$ cat src/plc_pkg.sv
`default_nettype none

package plc_pkg;

	// Width of the tolerance register.
	localparam int TOL_W = 16;

	// Microcode step counter.
	localparam int PC_W = 3;
	typedef logic [PC_W-1:0] pc_t;

	// Datapath operations selected by a control word.
	localparam logic [2:0] OP_WAIT     = 3'd0;
	localparam logic [2:0] OP_DIFF     = 3'd1;
	localparam logic [2:0] OP_SQUARE   = 3'd2;
	localparam logic [2:0] OP_RADICAND = 3'd3;
	localparam logic [2:0] OP_ROOT     = 3'd4;
	localparam logic [2:0] OP_ACCUM    = 3'd5;
	localparam logic [2:0] OP_POINT    = 3'd6;
	localparam logic [2:0] OP_EMIT     = 3'd7;

	// Sequencing conditions: fall through, jump, jump on a first vertex,
	// jump while root iterations remain.
	localparam logic [1:0] COND_NEXT  = 2'd0;
	localparam logic [1:0] COND_JUMP  = 2'd1;
	localparam logic [1:0] COND_FIRST = 2'd2;
	localparam logic [1:0] COND_LOOP  = 2'd3;

	// Step addresses.
	localparam pc_t PC_WAIT     = 3'd0;
	localparam pc_t PC_DIFF     = 3'd1;
	localparam pc_t PC_SQUARE   = 3'd2;
	localparam pc_t PC_RADICAND = 3'd3;
	localparam pc_t PC_ROOT     = 3'd4;
	localparam pc_t PC_ACCUM    = 3'd5;
	localparam pc_t PC_POINT    = 3'd6;
	localparam pc_t PC_EMIT     = 3'd7;

	typedef struct packed {
		logic [2:0] op;
		logic [1:0] cond;
		pc_t        target;
	} ctrl_word_t;

	// Control store: one word per step.
	function automatic ctrl_word_t ucode_rom(input pc_t pc);
		ctrl_word_t w;
		unique case (pc)
			PC_WAIT:     w = '{op: OP_WAIT,     cond: COND_FIRST, target: PC_POINT};
			PC_DIFF:     w = '{op: OP_DIFF,     cond: COND_NEXT,  target: PC_WAIT};
			PC_SQUARE:   w = '{op: OP_SQUARE,   cond: COND_NEXT,  target: PC_WAIT};
			PC_RADICAND: w = '{op: OP_RADICAND, cond: COND_NEXT,  target: PC_WAIT};
			PC_ROOT:     w = '{op: OP_ROOT,     cond: COND_LOOP,  target: PC_ROOT};
			PC_ACCUM:    w = '{op: OP_ACCUM,    cond: COND_NEXT,  target: PC_WAIT};
			PC_POINT:    w = '{op: OP_POINT,    cond: COND_NEXT,  target: PC_WAIT};
			PC_EMIT:     w = '{op: OP_EMIT,     cond: COND_JUMP,  target: PC_WAIT};
		endcase
		return w;
	endfunction

endpackage

`default_nettype wire

$ cat src/plc_vertex_if.sv
`default_nettype none

interface plc_vertex_if #(
	parameter int COORD_WIDTH = 16
);
	logic                          valid;
	logic                          ready;
	logic signed [COORD_WIDTH-1:0] x_coord;
	logic signed [COORD_WIDTH-1:0] y_coord;
	logic                          final_vertex;

	modport source (output valid, output x_coord, output y_coord, output final_vertex,
		input ready);
	modport sink (input valid, input x_coord, input y_coord, input final_vertex,
		output ready);
endinterface

`default_nettype wire

$ cat src/plc_result_if.sv
`default_nettype none

interface plc_result_if #(
	parameter int TOTAL_WIDTH = 48
);
	logic                   valid;
	logic                   ready;
	logic [TOTAL_WIDTH-1:0] total_length;
	logic                   sides_equal;
	logic                   is_closed;
	logic                   status;

	modport source (output valid, output total_length, output sides_equal,
		output is_closed, output status, input ready);
	modport sink (input valid, input total_length, input sides_equal,
		input is_closed, input status, output ready);
endinterface

`default_nettype wire

$ cat src/polyline_length_and_shape_check.sv
// Polyline length and shape check.
// Vertices arrive as requests on the vertex channel (valid/ready), one per
// request, with final_vertex set on the last one. One result request per
// polyline leaves on the result channel: saturating total length (fixed
// point, FRAC_BITS fraction bits), the all-sides-equal flag, the closed flag
// and a status that flags fewer than two points.
// The tolerance register is written through cfg_we/cfg_wdata; write it only
// while idle, which the block does not enforce. A first vertex passes the
// point and emit steps before the next ready; a later one passes the diff,
// square, radicand, root, accumulate, point and emit steps, the restoring
// square root resolving one of its LEN_W result bits per root step. LEN_W is
// COORD_WIDTH + 1 + FRAC_BITS, capped at 32. A result shows in the cycle after
// its emit step, in an output register; the next polyline's vertices are
// accepted meanwhile, and only a second result waits for the first to leave.
// Reset clears the tolerance to 0, the polyline state and the output valid.
`default_nettype none

module polyline_length_and_shape_check #(
	parameter int COORD_WIDTH = 16,
	parameter int FRAC_BITS   = 8,
	parameter int TOTAL_WIDTH = 48
) (
	input  wire logic                     clk,
	input  wire logic                     arst_n,
	input  wire logic                     cfg_we,
	input  wire logic [plc_pkg::TOL_W-1:0] cfg_wdata,
	plc_vertex_if.sink                    vertex,
	plc_result_if.source                  result
);
	import plc_pkg::*;

	localparam int ABS_W   = COORD_WIDTH + 1;
	localparam int SQF_W   = 2 * ABS_W;
	localparam int EXT_W   = 66;
	localparam int RAD_RAW = 2 * COORD_WIDTH + 2 + 2 * FRAC_BITS;
	localparam int RAD_W   = (RAD_RAW > 64) ? 64 : RAD_RAW;
	localparam int LEN_W   = RAD_W / 2;
	localparam int SUM_W   = ((TOTAL_WIDTH > LEN_W) ? TOTAL_WIDTH : LEN_W) + 1;
	localparam int CMP_W   = (LEN_W > TOL_W) ? LEN_W : TOL_W;
	localparam int SHIFT   = 2 * FRAC_BITS;

	// Sequencer state.
	pc_t        pc_q;
	ctrl_word_t ctrl;

	// Configuration and polyline state.
	logic [TOL_W-1:0]       tol_q;
	logic [COORD_WIDTH-1:0] start_x_q, start_y_q, prev_x_q, prev_y_q;
	logic [1:0]             points_q;
	logic [LEN_W-1:0]       ref_len_q;
	logic                   equal_q;
	logic [TOTAL_WIDTH-1:0] total_q;

	// Latched request and datapath working registers.
	logic [COORD_WIDTH-1:0] x_q, y_q;
	logic                   fin_q;
	logic [ABS_W-1:0]       abs_x_q, abs_y_q;
	logic [63:0]            sq_x_q, sq_y_q;
	logic [RAD_W-1:0]       rem_q, root_q, bit_q;

	// Output register.
	logic                   out_valid_q;
	logic [TOTAL_WIDTH-1:0] out_total_q;
	logic                   out_equal_q, out_closed_q, out_status_q;

	logic accept, stall, take, out_free;

	assign ctrl   = ucode_rom(pc_q);
	assign accept = vertex.valid && vertex.ready;

	assign vertex.ready        = (ctrl.op == OP_WAIT);
	assign result.valid        = out_valid_q;
	assign result.total_length = out_total_q;
	assign result.sides_equal  = out_equal_q;
	assign result.is_closed    = out_closed_q;
	assign result.status       = out_status_q;

	assign out_free = !out_valid_q || result.ready;

	// Coordinate differences as magnitudes.
	logic signed [ABS_W-1:0] dx, dy;
	logic [ABS_W-1:0]        abs_x, abs_y;
	always_comb begin
		dx    = $signed({x_q[COORD_WIDTH-1], x_q}) - $signed({prev_x_q[COORD_WIDTH-1], prev_x_q});
		dy    = $signed({y_q[COORD_WIDTH-1], y_q}) - $signed({prev_y_q[COORD_WIDTH-1], prev_y_q});
		abs_x = dx[ABS_W-1] ? ABS_W'(-dx) : ABS_W'(dx);
		abs_y = dy[ABS_W-1] ? ABS_W'(-dy) : ABS_W'(dy);
	end

	// Squares, saturating at 64 bits once a magnitude needs more than 32 bits.
	logic [SQF_W-1:0] sqf_x, sqf_y;
	logic [EXT_W-1:0] sqe_x, sqe_y;
	logic [63:0]      sq_x, sq_y;
	always_comb begin
		sqf_x = SQF_W'(abs_x_q) * SQF_W'(abs_x_q);
		sqf_y = SQF_W'(abs_y_q) * SQF_W'(abs_y_q);
		sqe_x = EXT_W'(sqf_x);
		sqe_y = EXT_W'(sqf_y);
		sq_x  = (EXT_W'(abs_x_q) > EXT_W'(33'h0_FFFF_FFFF)) ? '1 : sqe_x[63:0];
		sq_y  = (EXT_W'(abs_y_q) > EXT_W'(33'h0_FFFF_FFFF)) ? '1 : sqe_y[63:0];
	end

	// Radicand: saturating sum, then the fraction shift with saturation.
	logic [64:0] sq_sum;
	logic [63:0] sum_sat, rad64;
	always_comb begin
		sq_sum  = {1'b0, sq_x_q} + {1'b0, sq_y_q};
		sum_sat = sq_sum[64] ? '1 : sq_sum[63:0];
		rad64   = ((sum_sat >> (64 - SHIFT)) != 64'd0) ? '1 : (sum_sat << SHIFT);
	end

	// One restoring square-root step.
	logic [RAD_W:0]   trial;
	logic             fits;
	always_comb begin
		trial = {1'b0, root_q} + {1'b0, bit_q};
		fits  = {1'b0, rem_q} >= trial;
	end

	// Length bookkeeping: tolerance check and saturating total.
	logic [LEN_W-1:0] seg_len, len_diff;
	logic [SUM_W-1:0] tot_sum;
	logic             too_far, tot_over;
	always_comb begin
		seg_len  = root_q[LEN_W-1:0];
		len_diff = (seg_len >= ref_len_q) ? (seg_len - ref_len_q) : (ref_len_q - seg_len);
		too_far  = CMP_W'(len_diff) > CMP_W'(tol_q);
		tot_sum  = SUM_W'(total_q) + SUM_W'(seg_len);
		tot_over = tot_sum > SUM_W'({TOTAL_WIDTH{1'b1}});
	end

	// Step sequencing.
	always_comb begin
		stall = ((ctrl.op == OP_WAIT) && !accept) ||
			((ctrl.op == OP_EMIT) && fin_q && !out_free);
		take  = (ctrl.cond == COND_JUMP) ||
			((ctrl.cond == COND_FIRST) && (points_q == 2'd0)) ||
			((ctrl.cond == COND_LOOP) && !bit_q[0]);
	end

	always_ff @(posedge clk or negedge arst_n) begin
		if (!arst_n) begin
			pc_q <= PC_WAIT;
		end else if (!stall) begin
			pc_q <= take ? ctrl.target : pc_q + PC_W'(1);
		end
	end

	// Tolerance register.
	always_ff @(posedge clk or negedge arst_n) begin
		if (!arst_n) begin
			tol_q <= '0;
		end else if (cfg_we) begin
			tol_q <= cfg_wdata;
		end
	end

	// Output register handshake.
	always_ff @(posedge clk or negedge arst_n) begin
		if (!arst_n) begin
			out_valid_q <= 1'b0;
		end else if ((ctrl.op == OP_EMIT) && fin_q && out_free) begin
			out_valid_q <= 1'b1;
		end else if (result.ready) begin
			out_valid_q <= 1'b0;
		end
	end

	always_ff @(posedge clk) begin
		if ((ctrl.op == OP_EMIT) && fin_q && out_free) begin
			if (points_q != 2'd2) begin
				out_total_q  <= '0;
				out_equal_q  <= 1'b1;
				out_closed_q <= 1'b0;
				out_status_q <= 1'b1;
			end else begin
				out_total_q  <= total_q;
				out_equal_q  <= equal_q;
				out_closed_q <= (start_x_q == x_q) && (start_y_q == y_q);
				out_status_q <= 1'b0;
			end
		end
	end

	// Polyline state, updated by the accumulate, point and emit steps.
	always_ff @(posedge clk or negedge arst_n) begin
		if (!arst_n) begin
			start_x_q <= '0;
			start_y_q <= '0;
			prev_x_q  <= '0;
			prev_y_q  <= '0;
			points_q  <= 2'd0;
			ref_len_q <= '0;
			equal_q   <= 1'b1;
			total_q   <= '0;
		end else begin
			unique case (ctrl.op)
				OP_ACCUM: begin
					if (points_q == 2'd1) begin
						ref_len_q <= seg_len;
					end else if (too_far) begin
						equal_q <= 1'b0;
					end
					total_q  <= tot_over ? '1 : tot_sum[TOTAL_WIDTH-1:0];
					points_q <= 2'd2;
				end
				OP_POINT: begin
					if (points_q == 2'd0) begin
						start_x_q <= x_q;
						start_y_q <= y_q;
						points_q  <= 2'd1;
					end
					prev_x_q <= x_q;
					prev_y_q <= y_q;
				end
				OP_EMIT: begin
					if (fin_q && out_free) begin
						start_x_q <= '0;
						start_y_q <= '0;
						prev_x_q  <= '0;
						prev_y_q  <= '0;
						points_q  <= 2'd0;
						ref_len_q <= '0;
						equal_q   <= 1'b1;
						total_q   <= '0;
					end
				end
				default: begin
				end
			endcase
		end
	end

	// Datapath working registers.
	always_ff @(posedge clk) begin
		unique case (ctrl.op)
			OP_WAIT: begin
				if (accept) begin
					x_q   <= vertex.x_coord;
					y_q   <= vertex.y_coord;
					fin_q <= vertex.final_vertex;
				end
			end
			OP_DIFF: begin
				abs_x_q <= abs_x;
				abs_y_q <= abs_y;
			end
			OP_SQUARE: begin
				sq_x_q <= sq_x;
				sq_y_q <= sq_y;
			end
			OP_RADICAND: begin
				rem_q  <= rad64[RAD_W-1:0];
				root_q <= '0;
				bit_q  <= RAD_W'(1) << (RAD_W - 2);
			end
			OP_ROOT: begin
				if (fits) begin
					rem_q  <= rem_q - trial[RAD_W-1:0];
					root_q <= (root_q >> 1) + bit_q;
				end else begin
					root_q <= root_q >> 1;
				end
				bit_q <= bit_q >> 2;
			end
			default: begin
			end
		endcase
	end

	// After a vertex is accepted, ready drops while that vertex is in work.
	a_single_accept: assert property (@(posedge clk) disable iff (!arst_n)
		accept |=> !vertex.ready)
		else $error("vertex accepted while previous one still in work");

	// The point count saturates at two.
	a_points_range: assert property (@(posedge clk) disable iff (!arst_n)
		points_q != 2'd3)
		else $error("point count out of range");

	// The square-root step mask stays a single bit through the iterations.
	a_root_bit: assert property (@(posedge clk) disable iff (!arst_n)
		(ctrl.op == OP_ROOT) |-> $onehot(bit_q))
		else $error("square root step mask corrupted");

	// A short polyline reports a zero total with the equal flag set.
	a_short_result: assert property (@(posedge clk) disable iff (!arst_n)
		(result.valid && result.status) |->
			((result.total_length == '0) && result.sides_equal && !result.is_closed))
		else $error("short polyline result malformed");

endmodule

`default_nettype wire
$ cat src/flat_wrapper.sv
// flat-port wrapper written by rule: the top's interface ports become plain ports
module polyline_length_and_shape_check_flat import plc_pkg::*;
#(
	parameter int COORD_WIDTH = 16,
	parameter int FRAC_BITS   = 8,
	parameter int TOTAL_WIDTH = 48
)
  (clk, arst_n, cfg_we, cfg_wdata, vertex_valid, vertex_x_coord, vertex_y_coord, vertex_final_vertex, vertex_ready, result_valid, result_total_length, result_sides_equal, result_is_closed, result_status, result_ready);
  plc_vertex_if #(.COORD_WIDTH(COORD_WIDTH)) vertex_i ();
  plc_result_if #(.TOTAL_WIDTH(TOTAL_WIDTH)) result_i ();
  input  wire logic clk;
  input  wire logic arst_n;
  input  wire logic cfg_we;
  input  wire logic [plc_pkg::TOL_W-1:0] cfg_wdata;
  input wire logic [$bits(vertex_i.valid)-1:0] vertex_valid;
  input wire logic [$bits(vertex_i.x_coord)-1:0] vertex_x_coord;
  input wire logic [$bits(vertex_i.y_coord)-1:0] vertex_y_coord;
  input wire logic [$bits(vertex_i.final_vertex)-1:0] vertex_final_vertex;
  output wire logic [$bits(vertex_i.ready)-1:0] vertex_ready;
  output wire logic [$bits(result_i.valid)-1:0] result_valid;
  output wire logic [$bits(result_i.total_length)-1:0] result_total_length;
  output wire logic [$bits(result_i.sides_equal)-1:0] result_sides_equal;
  output wire logic [$bits(result_i.is_closed)-1:0] result_is_closed;
  output wire logic [$bits(result_i.status)-1:0] result_status;
  input wire logic [$bits(result_i.ready)-1:0] result_ready;
  assign vertex_i.valid = vertex_valid;
  assign vertex_i.x_coord = vertex_x_coord;
  assign vertex_i.y_coord = vertex_y_coord;
  assign vertex_i.final_vertex = vertex_final_vertex;
  assign vertex_ready = vertex_i.ready;
  assign result_valid = result_i.valid;
  assign result_total_length = result_i.total_length;
  assign result_sides_equal = result_i.sides_equal;
  assign result_is_closed = result_i.is_closed;
  assign result_status = result_i.status;
  assign result_i.ready = result_ready;
  polyline_length_and_shape_check #(.COORD_WIDTH(COORD_WIDTH), .FRAC_BITS(FRAC_BITS), .TOTAL_WIDTH(TOTAL_WIDTH)) u_core (.clk(clk), .arst_n(arst_n), .cfg_we(cfg_we), .cfg_wdata(cfg_wdata), .vertex(vertex_i), .result(result_i));
endmodule
$ cat config.mk
export PLATFORM = sky130hd
export DESIGN_NAME = polyline_length_and_shape_check_flat
export DESIGN_NICKNAME = d
export VERILOG_FILES = /design/src/plc_pkg.sv /design/src/plc_vertex_if.sv /design/src/plc_result_if.sv /design/src/polyline_length_and_shape_check.sv /design/src/flat_wrapper.sv
export SDC_FILE = /design/constraint.sdc
export NUM_CORES = 2
export LEC_CHECK = 0
export ABC_AREA = 1
export ABC_CLOCK_PERIOD_IN_PS = 10800
export BUFFER_PORTS_ARGS = -buffer_cell sky130_fd_sc_hd__buf_2
export CORE_MARGIN = 1
export CORE_UTILIZATION = 45
export DETAILED_ROUTE_END_ITERATION = 10
export RECOVER_POWER = 100
export SYNTH_ARGS = -nofsm -noshare
export SYNTH_HDL_FRONTEND = slang
export SYNTH_SLANG_ARGS = --single-unit
export TNS_END_PERCENT = 1
$ cat constraint.sdc
create_clock -name clk -period 10.8 [get_ports clk]
set_input_delay 2.16 -clock clk [delete_from_list [all_inputs] [get_ports clk]]
set_output_delay 2.16 -clock clk [all_outputs]
set_load 0.005 [all_outputs]
==> impl_metrics.py <==
metrics = {
    "status": {
        "status": "complete, but fails checks",
        "violations": "capacitance limit, slew limit",
    },
    "sta": {
        "worst_pin_slew_ns": 4.839,
        "finalSetupTns_ns": 0,
        "slew_headroom_pct": -226.0,
        "fmax_ghz": 0.1318,
        "slew_violations": 825,
        "hold_viol": 0,
        "period_needed_ns": 7.590,
        "setup_viol": 0,
        "timing.final.crit_share_pct": 70.28,
        "rsz0062_at_grt": "false",
        "skew_ns": 0.03987,
    },
    "cells_and_area": {
        "syn_to_final_growth_pct": 7.397,
        "fin_nets": 7720,
        "final_cell_area_um2": 55600,
        "fin_util_pct": 48.70,
        "multi_input_area_um2": 32380,
        "seq_area_um2": 13280,
        "fill_cells": 11530,
        "layout-drive-gt1-share_pct": 3.184,
    },
    "global_routing": {
        "grt.overflow.total": 0,
        "antenna_found_initial": 2,
        "grt_pass1_wl_um": 238300,
        "grt_pass1_vias": 43260,
        "grt_max_degree": 72,
        "grt_use_total_pct": 25.90,
    },
    "synthesis": {
        "synthArstFlopShare_pct": 34.12,
        "yosys-top-cells-count": "nand2_1, inv_1, nor2_1",
        "synth_top_cell_area_share_pct": 17.92,
        "synthFlopType": "edfxtp_1",
        "synth-seq-area-share_pct": 25.66,
        "synth.cell_area_um2": 51770,
        "syn_inst": 6771,
        "syn_nets": 7693,
        "yosysUniqueCellTypes": 64,
        "synthTopCellsByArea": "edfxtp_1, fa_1, ha_1",
        "synth_top_area_cell": "edfxtp_1",
        "yosys.cell_count.top_type": "nand2_1",
        "ys_seq_elements": 469,
        "synth_edf_count": 309,
        "avgSynthCellArea_um2": 7.647,
        "yosys_warnings": 0,
    },
    "floorplanning": {
        "fp.dieW_um": 341.2,
        "start_util_pct": 45.34,
        "die_h_um": 341.2,
        "rows": 124,
        "io_pins": 107,
        "core_area_um2": 114200,
        "dieArea_um2": 116400,
    },
    "critical_path": {
        "max_stage_delay_ns": 2.37,
        "crit_required_ns": 11.19,
        "cp_common_cell": "clkbuf_1",
        "path_max_fanout": 71,
        "path_class": "in -> async",
        "endpoint_kind": "asynchronous set/reset pin",
        "cp-start-kind": "input port",
        "crit_chain": "clkbuf_1, clkbuf_1, clkbuf_2",
        "arrival_ns": 7.98,
        "crit_slowest_cell": "clkbuf_1",
    },
    "place": {
        "gp_congestion": 0.9494,
        "hpwl_um": 121700,
        "io_buffers": 106,
        "post_dp_cell_area_um2": 53760,
    },
    "detailed_routing": {
        "initialDrtViolationCount": 3091,
        "wl_um": 150300,
        "dr.pass1.iters": 6,
        "wl_per_cell_um": 17.97,
        "ant_nets": 0,
        "vias_per_cell": 5.202,
        "drc": 0,
        "vias": 43500,
    },
    "clock_tree": {
        "ctsResizeCount": 0,
        "cts_root_buffer": "clkbuf_16",
        "post_cts_buffers": 0,
        "cts.sinks": 469,
        "cts_hold_buf": 0,
        "h-tree-depth": 2,
        "clk_path_buf_depth": 3,
        "insertion_delay_ns": 0.68,
        "cts_tree": "done",
        "path_clk_slew_ns": 0.06,
        "cts_made_buffers": 57,
    },
    "job": {
        "max_cap_viol_count": 18,
    },
    "worst_hold_path": {
        "hp-class": "reg -> reg",
    },
}
-- area by class of cell --
cell class | count | area share, %
inverters | 1440 | 9.721
multi-input cells | 4696 | 58.24
clock buffers | 85 | 3.146
diodes | 3 | 0.01350
well taps | 1512 | 3.402
flip-flops and latches | 469 | 23.89
clock inverters | 23 | 0.4478
repair buffers | 134 | 1.143
-- per-layer routing --
metal  vias to the layer above  wire, um  share of wire (%)  global-route usage, %
met3                       208      6645                4.4                  2.528
met4                         0      4135                2.8                  7.464
met5                         -         0                  0                      0
met1                     20790     67650                 45                  34.86
met2                      1025     71860                 48                  44.14
li1                      21480         -                  -                      -
-- worst max-delay path, delay by kind of cell --
family | cells | cell delay [ns]
buf+inv | 3 | 5.67
-- sequential cells by signal (all words and copies together) (netlist names), 17 cells and up --
register / count
u_core.rem_q: 50
u_core.result.total_length: 48
u_core.bit_q: 25
u_core.abs_x_q: 17
u_core.sq_y_q: 33
u_core.ref_len_q: 25
u_core.root_q: 50
u_core.abs_y_q: 17
u_core.total_q: 48
u_core.sq_x_q: 33
-- final timing paths --
check | cells after the start | start | end | slack [ns]
min reg2reg | 2 | u_core.equal_q$_DFFE_PN1P_ | u_core.equal_q$_DFFE_PN1P_ | 0.46
max in group clk | 28 | u_core.root_q[10]$_SDFFCE_PN0P_ | u_core.rem_q[5]$_SDFFCE_PN0P_ | 3.53
min in group asynchronous | 1 | arst_n | u_core.ref_len_q[16]$_DFFE_PN0P_ | 2.23
max | 3 | arst_n | u_core.prev_y_q[2]$_DFFE_PN0P_ | 3.21
min | 2 | u_core.equal_q$_DFFE_PN1P_ | u_core.equal_q$_DFFE_PN1P_ | 0.46
max reg2reg | 28 | u_core.root_q[10]$_SDFFCE_PN0P_ | u_core.rem_q[5]$_SDFFCE_PN0P_ | 3.53
-- placed cells by master (no fill, tap or decap), drive strengths merged, types with 102 or more instances in the layout --
cell type	Yosys	routed
ha	479	479
nand2	1445	1445
dfrtp	159	159
clkbuf	124	139
nor2	597	597
fa	389	389
inv	1437	1441
nand3	222	222
xor2	196	196
edfxtp	309	309
o21ai	454	454
a21oi	402	402
xnor2	102	102
-- logic make-up (layout without fill, tap and decap cells) --
kind of cell	count (synthesis)	in the layout	share of synthesized area, %
XOR/XNOR	298	298	5.041
AND/OR/NAND/NOR	2439	2439	19.06
other	0	3	0
AO/OA/AOI/OAI	1080	1080	11.57
flip-flops	469	469	25.66
multiplexers	11	11	0.2344
buffers and inverters	1606	1682	11.82
adder cells (fa/ha/maj)	868	868	26.62
-- stage by stage --
step / hold slack, ns / cells / worst slack [ns]
CTS: 0.4614 / 8359 / 4.030
finish: 0.4594 / 8362 / 3.210
global route: 0.5001 / 8361 / 2.012
detailed placement: 0.4524 / 8251 / 4.036
global placement: 0.4514 / 8251 / 4.202
floorplan: 0.4244 / 6771 / 4.360
Power is not shown: default switching activity piles up to over one toggle a cycle in this logic, so the estimate is an artifact.
